[config.mk]
export PLATFORM = sky130hd
export DESIGN_NAME = salru_ctrl
export DESIGN_NICKNAME = d
export VERILOG_FILES = /design/src/hw/rtl/salru_pkg.sv /design/src/hw/rtl/salru_ctrl.sv
export SDC_FILE = /design/constraint.sdc
export NUM_CORES = 1
export LEC_CHECK = 0
export ABC_AREA = 1
export BUFFER_PORTS_ARGS = -buffer_cell sky130_fd_sc_hd__buf_4
export CAP_MARGIN = 20
export CORE_AREA = 3 3 40 42
export CTS_CLUSTER_DIAMETER = 60
export DETAILED_ROUTE_END_ITERATION = 10
export DIE_AREA = 0 0 43 45
export SKIP_LAST_GASP = 1
export SYNTH_ARGS = -nofsm -noshare
export SYNTH_HDL_FRONTEND = slang
export SYNTH_SLANG_ARGS = --single-unit
[constraint.sdc]
create_clock -name clk -period 0.9 [get_ports clk]
set_input_delay 0.18 -clock clk [delete_from_list [all_inputs] [get_ports clk]]
set_output_delay 0.18 -clock clk [all_outputs]
set_load 0.05 [all_outputs]
[src/hw/rtl/salru_pkg.sv]
`default_nettype none

package salru_pkg;

	localparam int ADDR_W    = 32;
	localparam int TAG_W     = 30;
	localparam int CNT_W     = 32;
	localparam int CFG_W     = 3;
	localparam int CFG_IDX_W = 2;
	localparam int WAY_OUT_W = 2;
	localparam int OUT_W     = 72;
	localparam int IB_W      = 4;

	localparam logic [CFG_IDX_W-1:0] CFG_INDEX_BITS  = 2'd0;
	localparam logic [CFG_IDX_W-1:0] CFG_OFFSET_BITS = 2'd1;
	localparam logic [CFG_IDX_W-1:0] CFG_WAYS_IN_USE = 2'd2;

	localparam logic [CFG_W-1:0] RST_INDEX_BITS  = 3'd7;
	localparam logic [CFG_W-1:0] RST_OFFSET_BITS = 3'd2;
	localparam logic [CFG_W-1:0] RST_WAYS_IN_USE = 3'd1;
	localparam logic [CFG_W-1:0] OB_MIN          = 3'd2;
	localparam logic [CFG_W-1:0] OB_MAX          = 3'd6;

	typedef struct packed {
		logic clr;
		logic load;
		logic commit;
	} cmd_t;

	typedef struct packed {
		logic clr_done;
	} sts_t;

endpackage

`default_nettype wire

[src/hw/rtl/salru_ctrl.sv]
`default_nettype none

module salru_ctrl (
	input  wire logic            clk,
	input  wire logic            arst_n,
	input  wire logic            s_tvalid,
	output logic                 s_tready,
	output logic                 m_tvalid,
	input  wire logic            m_tready,
	output salru_pkg::cmd_t      cmd,
	input  wire salru_pkg::sts_t sts
);
	import salru_pkg::*;

	localparam logic [1:0] ST_CLEAR = 2'd0;
	localparam logic [1:0] ST_IDLE  = 2'd1;
	localparam logic [1:0] ST_LOOK  = 2'd2;

	logic [1:0] state_q;
	logic [1:0] state_d;
	logic       out_v_q;

	always_comb begin
		state_d    = state_q;
		s_tready   = 1'b0;
		cmd.clr    = 1'b0;
		cmd.load   = 1'b0;
		cmd.commit = 1'b0;
		unique case (state_q)
			ST_CLEAR: begin
				cmd.clr = 1'b1;
				if (sts.clr_done) begin
					state_d = ST_IDLE;
				end
			end
			ST_IDLE: begin
				s_tready = 1'b1;
				if (s_tvalid) begin
					cmd.load = 1'b1;
					state_d  = ST_LOOK;
				end
			end
			ST_LOOK: begin
				if (!out_v_q || m_tready) begin
					cmd.commit = 1'b1;
					state_d    = ST_IDLE;
				end
			end
			default: begin
				state_d = ST_CLEAR;
			end
		endcase
	end

	always_ff @(posedge clk or negedge arst_n) begin
		if (!arst_n) begin
			state_q <= ST_CLEAR;
			out_v_q <= 1'b0;
		end else begin
			state_q <= state_d;
			if (cmd.commit) begin
				out_v_q <= 1'b1;
			end else if (m_tready) begin
				out_v_q <= 1'b0;
			end
		end
	end

	assign m_tvalid = out_v_q;

endmodule

`default_nettype wire

==> results.toml, run 1 <==
[floorplan]
dieArea_um2 = 1940
pin_count = 10
die_w_um = 43
core_area_um2 = 1280
die_h_um = 45
start_util_pct = 12.1
core.rowCount = 13

[logic_synthesis]
synth_async_sr_flop_share_pct = 100
syn_area_um2 = 155
syn_nets = 25
synth.most_common_cell = "inv_1"
synth.largest_area_cell = "dfrtp_1"
synth_edf_count = 0
synth_flop_cell = "dfrtp_1"
synth_seq_area_share_pct = 48.4
yosys-top-cells-count = "inv_1, dfrtp_1, nand2_1, nor2_1"
yosysUniqueCellTypes = 12
netlist_instances = 20
synth_top_area_share_pct = 48.4
syn_area_per_cell_um2 = 7.76
synth_area_leaders = "dfrtp_1, inv_1, nand2_1, a21oi_2, nor2_1"
yosys_warnings = 0
synth_seq_cells = 3

[grt]
gr-total-overflow = 0
grt_use_total_pct = 5.17
met2_usage_pct = 8.68
grt_pass1_vias = 194
grt_busiest_layer = "met2"
antenna_found_initial = 0
grt_max_degree = 5
met1_usage_pct = 3.39
grt_pass1_wl_um = 669
use_met3_pct = 3.98

[critical_path]
worstReg2RegStart = "state_q[0]"
startpoint = "state_q[0]"
critical_path_required_ns = 0.72
end_kind = "output port"
reg2reg_to = "state_q[0]"
reg2regPathDepth = 6
reg2reg_slack_ns = -0.15
cp.arrival_ns = 1.07
critPathCapture = "cmd[0]"
path_class = "reg -> out"
start_kind = "register"
path_max_fanout = 4

[drt]
antenna_left = 0
drt_wl_total_um = 443
drt_iter0_markers = 2
firstDrtPassIters = 2
vias = 195
drc = 0
vias_per_cell = 3.55
wl_per_cell_um = 8.05

[power]
seq_power_share_pct = 16.9
p_per_area_nw_per_um2 = 4150
p_int_mw = 0.912
leakagePower_nw = 0.192
power_switching_mw = 0.832
pwr-share-clk_pct = 13.5
switching_share_pct = 47.7
peakVddDrop_uv = 841
combPwrFrac_pct = 69.6

[sta]
finalSetupTns_ns = -1.77
fin_worst_skew_ns = 0.000598
hold_viol = 0
fin_crit_ns = 1.25
post-route-period-util_pct = 139
relSlewSlack_pct = 86.4
setup_viol = 8
layout_setup_ws_ns = -0.354
tightestPinTransition_ns = 0.201
rsz0062_at_grt = "yes"
drv_slew = 0
clock.fmax_mhz = 797

[clocking]
clk_pin_slew_ns = 0.04
clk_path_buf_depth = 2
cts_tree = "yes"
worstSkewPairLatency_ns = 0.23
cts_sinks = 3
cts-root-buf = "clkbuf_4"
cts_inserted_buffers = 3
htree_levels = 1

[run_status]
status = "complete, but fails checks"
violations = "setup timing"

[finish]
fin_util_pct = 32.7
nFillCells = 139
finish.net_count = 46
regArea_um2 = 78.8
drive_gt1_share_pct = 82.5
antenna_cells = 0
multi_input_area_um2 = 114
synthToLayoutAreaGrowth_pct = 171

[hold_path]
hp-class = "in -> reg"

[placement]
io_buffers = 9
place_hpwl_um = 327
gp_congestion = 0.607

[flow_run]
max_cap_violations = 0
==> cells by family after synthesis <==
family	Yosys count	synth area share [%]
AND/OR/NAND/NOR	8	23.4
buffers and inverters	5	12.1
AO/OA/AOI/OAI	4	16.1
flip-flops	3	48.4
==> metrics by stage <==
| step | total power [mW] | cells | cell area (um2) | hold WS (ns) | worst slack (ns) |
|---|---|---|---|---|---|
| final | 1.74 | 55 | 420 | 0.272 | -0.354 |
| after floorplan | 0.897 | 20 | 189 | -0.116 | -0.176 |
| after CTS | 1.62 | 54 | 380 | 0.266 | -0.368 |
| after global routing | 1.83 | 55 | 420 | 0.273 | -0.409 |
| after detailed placement | 1.24 | 49 | 313 | -0.0297 | -0.158 |
| after global placement | 1.24 | 49 | 313 | -0.0292 | -0.156 |
==> critical path, cell delays in order (launching register included) <==
cell	delay, ns
dfrtp_2	0.43
inv_2	0.09
nand2_4	0.05
a21oi_4	0.11
buf_6	0.17
==> per-layer routing <==
metal / vias to the layer above / routed length, um / part of all wire (%)
li1: 102 / - / -
met3: 0 / 30 / 6.8
met2: 3 / 270 / 61
met1: 90 / 142 / 32
met4: 0 / 0 / 0
met5: - / 0 / 0
==> layout make-up <==
class	count	area share, %
Clock buffer	4	6.25
Timing Repair Buffer	16	38.1
Inverter	5	5.36
Tap cell	15	4.46
Multi-Input combinational cell	12	27.1
Sequential cell	3	18.8
==> power by group through the flow <==
stage          logic (mW)  registers (mW)  clock network [mW]
4_1_cts              1.10           0.275               0.247
6_report             1.21           0.296               0.235
3_5_place_dp        0.973           0.270                   0
3_3_place_gp        0.964           0.272                   0
5_1_grt              1.26           0.310               0.266
2_1_floorplan       0.535           0.362                   0
==> registers in the layout, indices dropped and copies added, names as in the netlist <==
| register | flops |
|---|---|
| m_tvalid | 1 |
| state_q | 2 |
==> cell usage in the layout (no fill, tap or decap) <==
cell           synthesis  layout
nand3_1                1       1
nand2_4                0       2
clkinvlp_4             0       1
o22ai_2                0       1
buf_4                  0       8
a21oi_2                1       1
buf_6                  0       4
buf_8                  0       3
inv_2                  1       2
clkbuf_4               0       3
dfrtp_2                0       3
nand2_1                3       1
dlygate4sd3_1          0       1
nand2_2                1       1
o21ai_0                1       1
inv_1                  4       2
a21oi_4                0       1
clkbuf_1               0       1
nor2_4                 0       3
==> how the worst min path moves through the flow <==
stage                       endpoint  cells after the start  slack, ns   start
final                     state_q[0]                      3       0.27     sts
after global routing      state_q[0]                      3       0.27     sts
after CTS                 state_q[0]                      2       0.27  arst_n
after detailed placement  state_q[1]                      1      -0.03  arst_n
after global placement    state_q[1]                      1      -0.03  arst_n
after floorplan             m_tvalid                      0      -0.12  arst_n
==> repair_timing <==
| action | in CTS | in global routing |
|---|---|---|
| cloned | 0 | 0 |
| resized for setup | 9 | 9 |
| hold endpoints to repair | 3 | 0 |
| setup endpoints to repair | 7 | 8 |
| buffers inserted | 0 | 1 |
| hold buffers | 1 | 0 |
| pin swaps | 0 | 3 |
(Power assumes the default switching activity.)
==> inputs of run 2 (changes only) <==
--- a/config.mk
+++ b/config.mk
@@ -8,11 +8,15 @@
 export ABC_AREA = 1
 export BUFFER_PORTS_ARGS = -buffer_cell sky130_fd_sc_hd__buf_4
 export CAP_MARGIN = 20
+export CELL_PAD_IN_SITES_DETAIL_PLACEMENT = 1
+export CELL_PAD_IN_SITES_GLOBAL_PLACEMENT = 1
 export CORE_AREA = 3 3 40 42
 export CTS_CLUSTER_DIAMETER = 60
 export DETAILED_ROUTE_END_ITERATION = 10
 export DIE_AREA = 0 0 43 45
+export PLACE_DENSITY_LB_ADDON = 0.1
 export SKIP_LAST_GASP = 1
+export SLEW_MARGIN = 20
 export SYNTH_ARGS = -nofsm -noshare
 export SYNTH_HDL_FRONTEND = slang
 export SYNTH_SLANG_ARGS = --single-unit
==> results.toml, run 2 (synthesis gave the netlist of run 1 again) <==
[floorplan]
pin_count = 10
die_w_um = 43
die_h_um = 45
core.rowCount = 13
start_util_pct = 12.1
dieArea_um2 = 1940
core_area_um2 = 1280

[placement]
dpl_worst_slack_ns = -0.163
gp_congestion = 0.645
io_buffers = 9
place_hpwl_um = 404
placedCellCount = 49

[run_status]
status = "complete, but fails checks"
violations = "setup timing"

[drt]
drt_iter0_markers = 1
drc = 0
vias_per_cell = 3.63
antenna_left = 0
drt_wl_total_um = 611
vias = 214
firstDrtPassIters = 2
wl_per_cell_um = 10.4

[critical_path]
path_class = "reg -> out"
crit_cells = 4
cp.arrival_ns = 1.08
slowest_delay_ns = 0.43
worst-path-buf-inv = 2
reg2regPathDepth = 5
slowest_stage = "dfrtp_2"
cp_top_family = "flip-flops"
path_max_fanout = 4
start_kind = "register"
worstPathCellList = "inv_2 -> nand2_4 -> a21oi_4 -> buf_6"
critical_path_required_ns = 0.72
end_kind = "output port"
reg2reg_slack_ns = -0.18

[finish]
drive_gt1_share_pct = 88.6
largest_reg_flops = 2
layout_common_cells = "buf_4, buf_6, nor2_4, clkbuf_4, dfrtp_2"
finish.net_count = 50
stdcell_count = 59
fin_util_pct = 35.8
synthToLayoutAreaGrowth_pct = 197
antenna_cells = 0
layout_commonest_cell = "buf_4"
largest_register = "state_q"

[grt]
met1_usage_pct = 6.31
use_met3_pct = 2.39
gr-total-overflow = 0
grt_busiest_layer = "met2"
antenna_found_initial = 0
met2_usage_pct = 11.7
grt_use_total_pct = 6.93
grt_max_degree = 5
grt_pass1_wl_um = 897
grt_pass1_vias = 236

[sta]
relSlewSlack_pct = 85.9
setup_viol = 8
tightestPinTransition_ns = 0.212
hold_viol = 0
rsz0062_at_grt = "yes"
drv_slew = 0
fin_worst_skew_ns = 0.00280
holdWs_ns = 0.234
layout_setup_ws_ns = -0.355
fin_crit_ns = 1.26
post-route-period-util_pct = 139
clock.fmax_mhz = 797

[clocking]
clk_path_buf_depth = 2
htree_levels = 1
cts_sinks = 3
worstSkewPairLatency_ns = 0.23
cts-root-buf = "clkbuf_4"
cts_inserted_buffers = 3
cts_tree = "yes"
clk_pin_slew_ns = 0.04

[flow_run]
max_cap_violations = 0

[hold_path]
hold_depth = 3
hp-class = "in -> reg"

[power]
total_power_mw = 1.93
leakagePower_nw = 0.212
peakVddDrop_uv = 1160
p_per_area_nw_per_um2 = 4200
## run 2: worst register-to-register path: stages, from the launching register on
cell and delay, ns:
dfrtp_2 0.43, inv_2 0.09, nand2_4 0.07, buf_4 0.13
buf_4 0.13, o22ai_4 0.15
## run 2: final cells by class
cell class	count	area, um2
Clock buffer	4	26.3
Fill cell	150	825
Inverter	5	22.5
Multi-Input combinational cell	12	128
Sequential cell	3	78.8
Tap cell	15	18.8
Timing Repair Buffer	20	186
## run 2: path summary, 6_finish.rpt
check	endpoint	start
hold reg to reg	m_tvalid	m_tvalid
setup reg to reg	state_q[1]	state_q[1]
setup / recovery	cmd[0]	state_q[0]
max in group asynchronous	state_q[1]	arst_n
min in group asynchronous	m_tvalid	arst_n
hold / removal	state_q[0]	sts
## run 2: stage by stage
step	TNS, ns	area, um2
after floorplan	-0.510	189
after global placement	-0.704	313
after detailed placement	-0.747	313
after CTS	-1.91	392
after global routing	-2.26	460
final	-1.92	460
## run 2: timing repair
item	in CTS	in global routing
endpoints found under the setup margin	7	8
gates resized for setup	9	12
setup buffers	2	3
endpoints found under the hold margin	3	0
pin swaps	0	1
hold buffers	1	0
## run 2: layer usage
metal | vias to the layer above | share of wire, % | routed length [um]
met3 | 0 | 4.9 | 30
met2 | 5 | 54 | 331
met5 | - | 0 | 0
met1 | 97 | 41 | 249
met4 | 0 | 0 | 0
li1 | 112 | - | -
## run 2: report_power, final
group	switching [mW]	internal (mW)	leakage [nW]	total (mW)
Sequential	0.0895	0.207	0.0344	0.297
Combinational	0.749	0.655	0.163	1.40
Clock	0.0662	0.166	0.0150	0.232
==> inputs of run 3 (changes only) <==
--- a/config.mk
+++ b/config.mk
@@ -5,15 +5,15 @@
 export SDC_FILE = /design/constraint.sdc
 export NUM_CORES = 1
 export LEC_CHECK = 0
-export ABC_AREA = 1
+export ABC_AREA = 0
 export BUFFER_PORTS_ARGS = -buffer_cell sky130_fd_sc_hd__buf_4
 export CAP_MARGIN = 20
 export CELL_PAD_IN_SITES_DETAIL_PLACEMENT = 1
 export CELL_PAD_IN_SITES_GLOBAL_PLACEMENT = 1
-export CORE_AREA = 3 3 40 42
+export CORE_AREA = 2 2 39 41
 export CTS_CLUSTER_DIAMETER = 60
 export DETAILED_ROUTE_END_ITERATION = 10
-export DIE_AREA = 0 0 43 45
+export DIE_AREA = 0 0 41 43
 export PLACE_DENSITY_LB_ADDON = 0.1
 export SKIP_LAST_GASP = 1
 export SLEW_MARGIN = 20
==> results.toml, run 3 <==
[finish]
drive_gt1_share_pct = 84.2
nFillCells = 161
layout_common_cells = "buf_4, buf_6, clkbuf_4"
layout_commonest_cell = "buf_4"
multi_input_area_um2 = 144
regArea_um2 = 77.6
synthToLayoutAreaGrowth_pct = 181
stdcell_count = 54
antenna_cells = 0
finish.net_count = 44
largest_register = "state_q"
largest_reg_flops = 2

[critical_path]
start_kind = "register"
path_class = "reg -> out"
slowest_stage = "dfrtp_1"
slowest_delay_ns = 0.39
critical_path_required_ns = 0.72
worstPathCellList = "buf_4 -> nor2b_4 -> buf_6"
end_kind = "output port"
cp.arrival_ns = 1.03
path_max_fanout = 3

[clocking]
htree_levels = 1
cts_sinks = 3
worstSkewPairLatency_ns = 0.23
cts_inserted_buffers = 3
clk_path_buf_depth = 2
cts-root-buf = "clkbuf_4"
clk_pin_slew_ns = 0.04
cts_tree = "yes"

[sta]
post-route-period-util_pct = 135
rsz0062_at_grt = "yes"
tightestPinTransition_ns = 0.196
drv_slew = 0
clock.fmax_mhz = 824
setup_viol = 6
hold_viol = 0
finalSetupTns_ns = -1.58
holdWs_ns = 0.277
relSlewSlack_pct = 86.9
fin_crit_ns = 1.21
layout_setup_ws_ns = -0.314
fin_worst_skew_ns = 0.000756

[floorplan]
dieArea_um2 = 1760
core.rowCount = 14
core_area_um2 = 1380
start_util_pct = 11.3
die_w_um = 41
die_h_um = 43
pin_count = 10

[logic_synthesis]
netlist_instances = 16
syn_area_per_cell_um2 = 9.78
synth_flop_cell = "dfrtp_1"
synth.largest_area_cell = "dfrtp_1"
yosys_warnings = 0
syn_area_um2 = 156
synth_edf_count = 0
syn_nets = 21
synth_top_area_share_pct = 48.0
synth_seq_area_share_pct = 48.0
synth_area_leaders = "dfrtp_1, o32ai_2, nor2_1, nor2b_1, and2_4"
yosysUniqueCellTypes = 9
synth_seq_cells = 3
synth.most_common_cell = "nor2_1"
yosys-top-cells-count = "nor2_1, dfrtp_1, nand2_1, nor2b_1"
synth_async_sr_flop_share_pct = 100

[power]
total_power_mw = 1.81
p_per_area_nw_per_um2 = 4130
peakVddDrop_uv = 1580
leakagePower_nw = 0.205

[grt]
grt_use_total_pct = 7.43
gr-total-overflow = 0
grt_pass1_wl_um = 869
grt_pass1_vias = 223
grt_max_degree = 6
antenna_found_initial = 0

[drt]
firstDrtPassIters = 2
drt_iter0_markers = 2
vias = 187
drc = 0
antenna_left = 0
drt_wl_total_um = 503
wl_per_cell_um = 9.31
vias_per_cell = 3.46

[placement]
placedCellCount = 48
io_buffers = 9
place_hpwl_um = 392
dpl_worst_slack_ns = -0.162
gp_congestion = 0.642

[run_status]
status = "complete, but fails checks"
violations = "setup timing"

[flow_run]
max_cap_violations = 0

[hold_path]
hp-class = "in -> reg"
## run 3: per-stage QoR
step / utilization (%) / cell area [um2]
floorplan: - / 191
global placement: 24.0 / 332
detailed placement: 24.0 / 332
CTS: 30.2 / 418
global route: 31.7 / 439
finish: 31.7 / 439
## run 3: path summary, 6_finish.rpt
path / from / to / slack [ns] / depth (start not counted)
hold / removal: m_tready / m_tvalid / 0.28 / 3
setup / recovery: state_q[0] / s_tready / -0.31 / 3
hold reg to reg: m_tvalid / m_tvalid / 0.63 / 3
max in group asynchronous: arst_n / state_q[1] / 0.51 / 2
min in group asynchronous: arst_n / state_q[0] / 0.29 / 2
setup reg to reg: state_q[0] / state_q[0] / -0.22 / 4
## run 3: worst max-delay path: cells and delay by family (launching register included)
family	cells	cell delay, ns
flops	1	0.39
buf+inv	2	0.30
simple gates	1	0.12
## run 3: area by class of cell
| type | instances | area share, % |
|---|---|---|
| timing repair buffer | 18 | 39.0 |
| multi-input combinational | 13 | 32.8 |
| sequential | 3 | 17.7 |
| clock buffer | 4 | 5.98 |
| tap | 16 | 4.56 |
## run 3: routing by layer
layer / vias to the layer above / track usage (%) / share of wire [%] / wire (um)
li1: 97 / - / - / -
met1: 83 / 8.04 / 40 / 202
met2: 7 / 11.6 / 54 / 273
met3: 0 / 3.14 / 5.4 / 27
met4: 0 / 4.00 / 0 / 0
met5: - / 0 / 0 / 0
## run 3: cells by family (layout without fill, tap and decap cells)
| group | count (synthesis) | after routing | share of synthesized area [%] |
|---|---|---|---|
| and+or+nand+nor | 11 | 11 | 37.6 |
| buffers and inverters | 0 | 22 | 0 |
| AOI/OAI and AO/OA | 2 | 2 | 14.4 |
| DFF | 3 | 3 | 48.0 |
## run 3: report_power, final
part | switching [mW] | internal (mW)
registers | 0.0814 | 0.203
clock network | 0.0661 | 0.166
logic | 0.645 | 0.652
total | 0.793 | 1.02
## run 3: what timing repair did
item	CTS	global route
gates resized for setup	11	3
hold buffers	1	0
buffers inserted	0	1
pin swaps	1	0
hold endpoints to repair	3	0
setup endpoints to repair	7	8
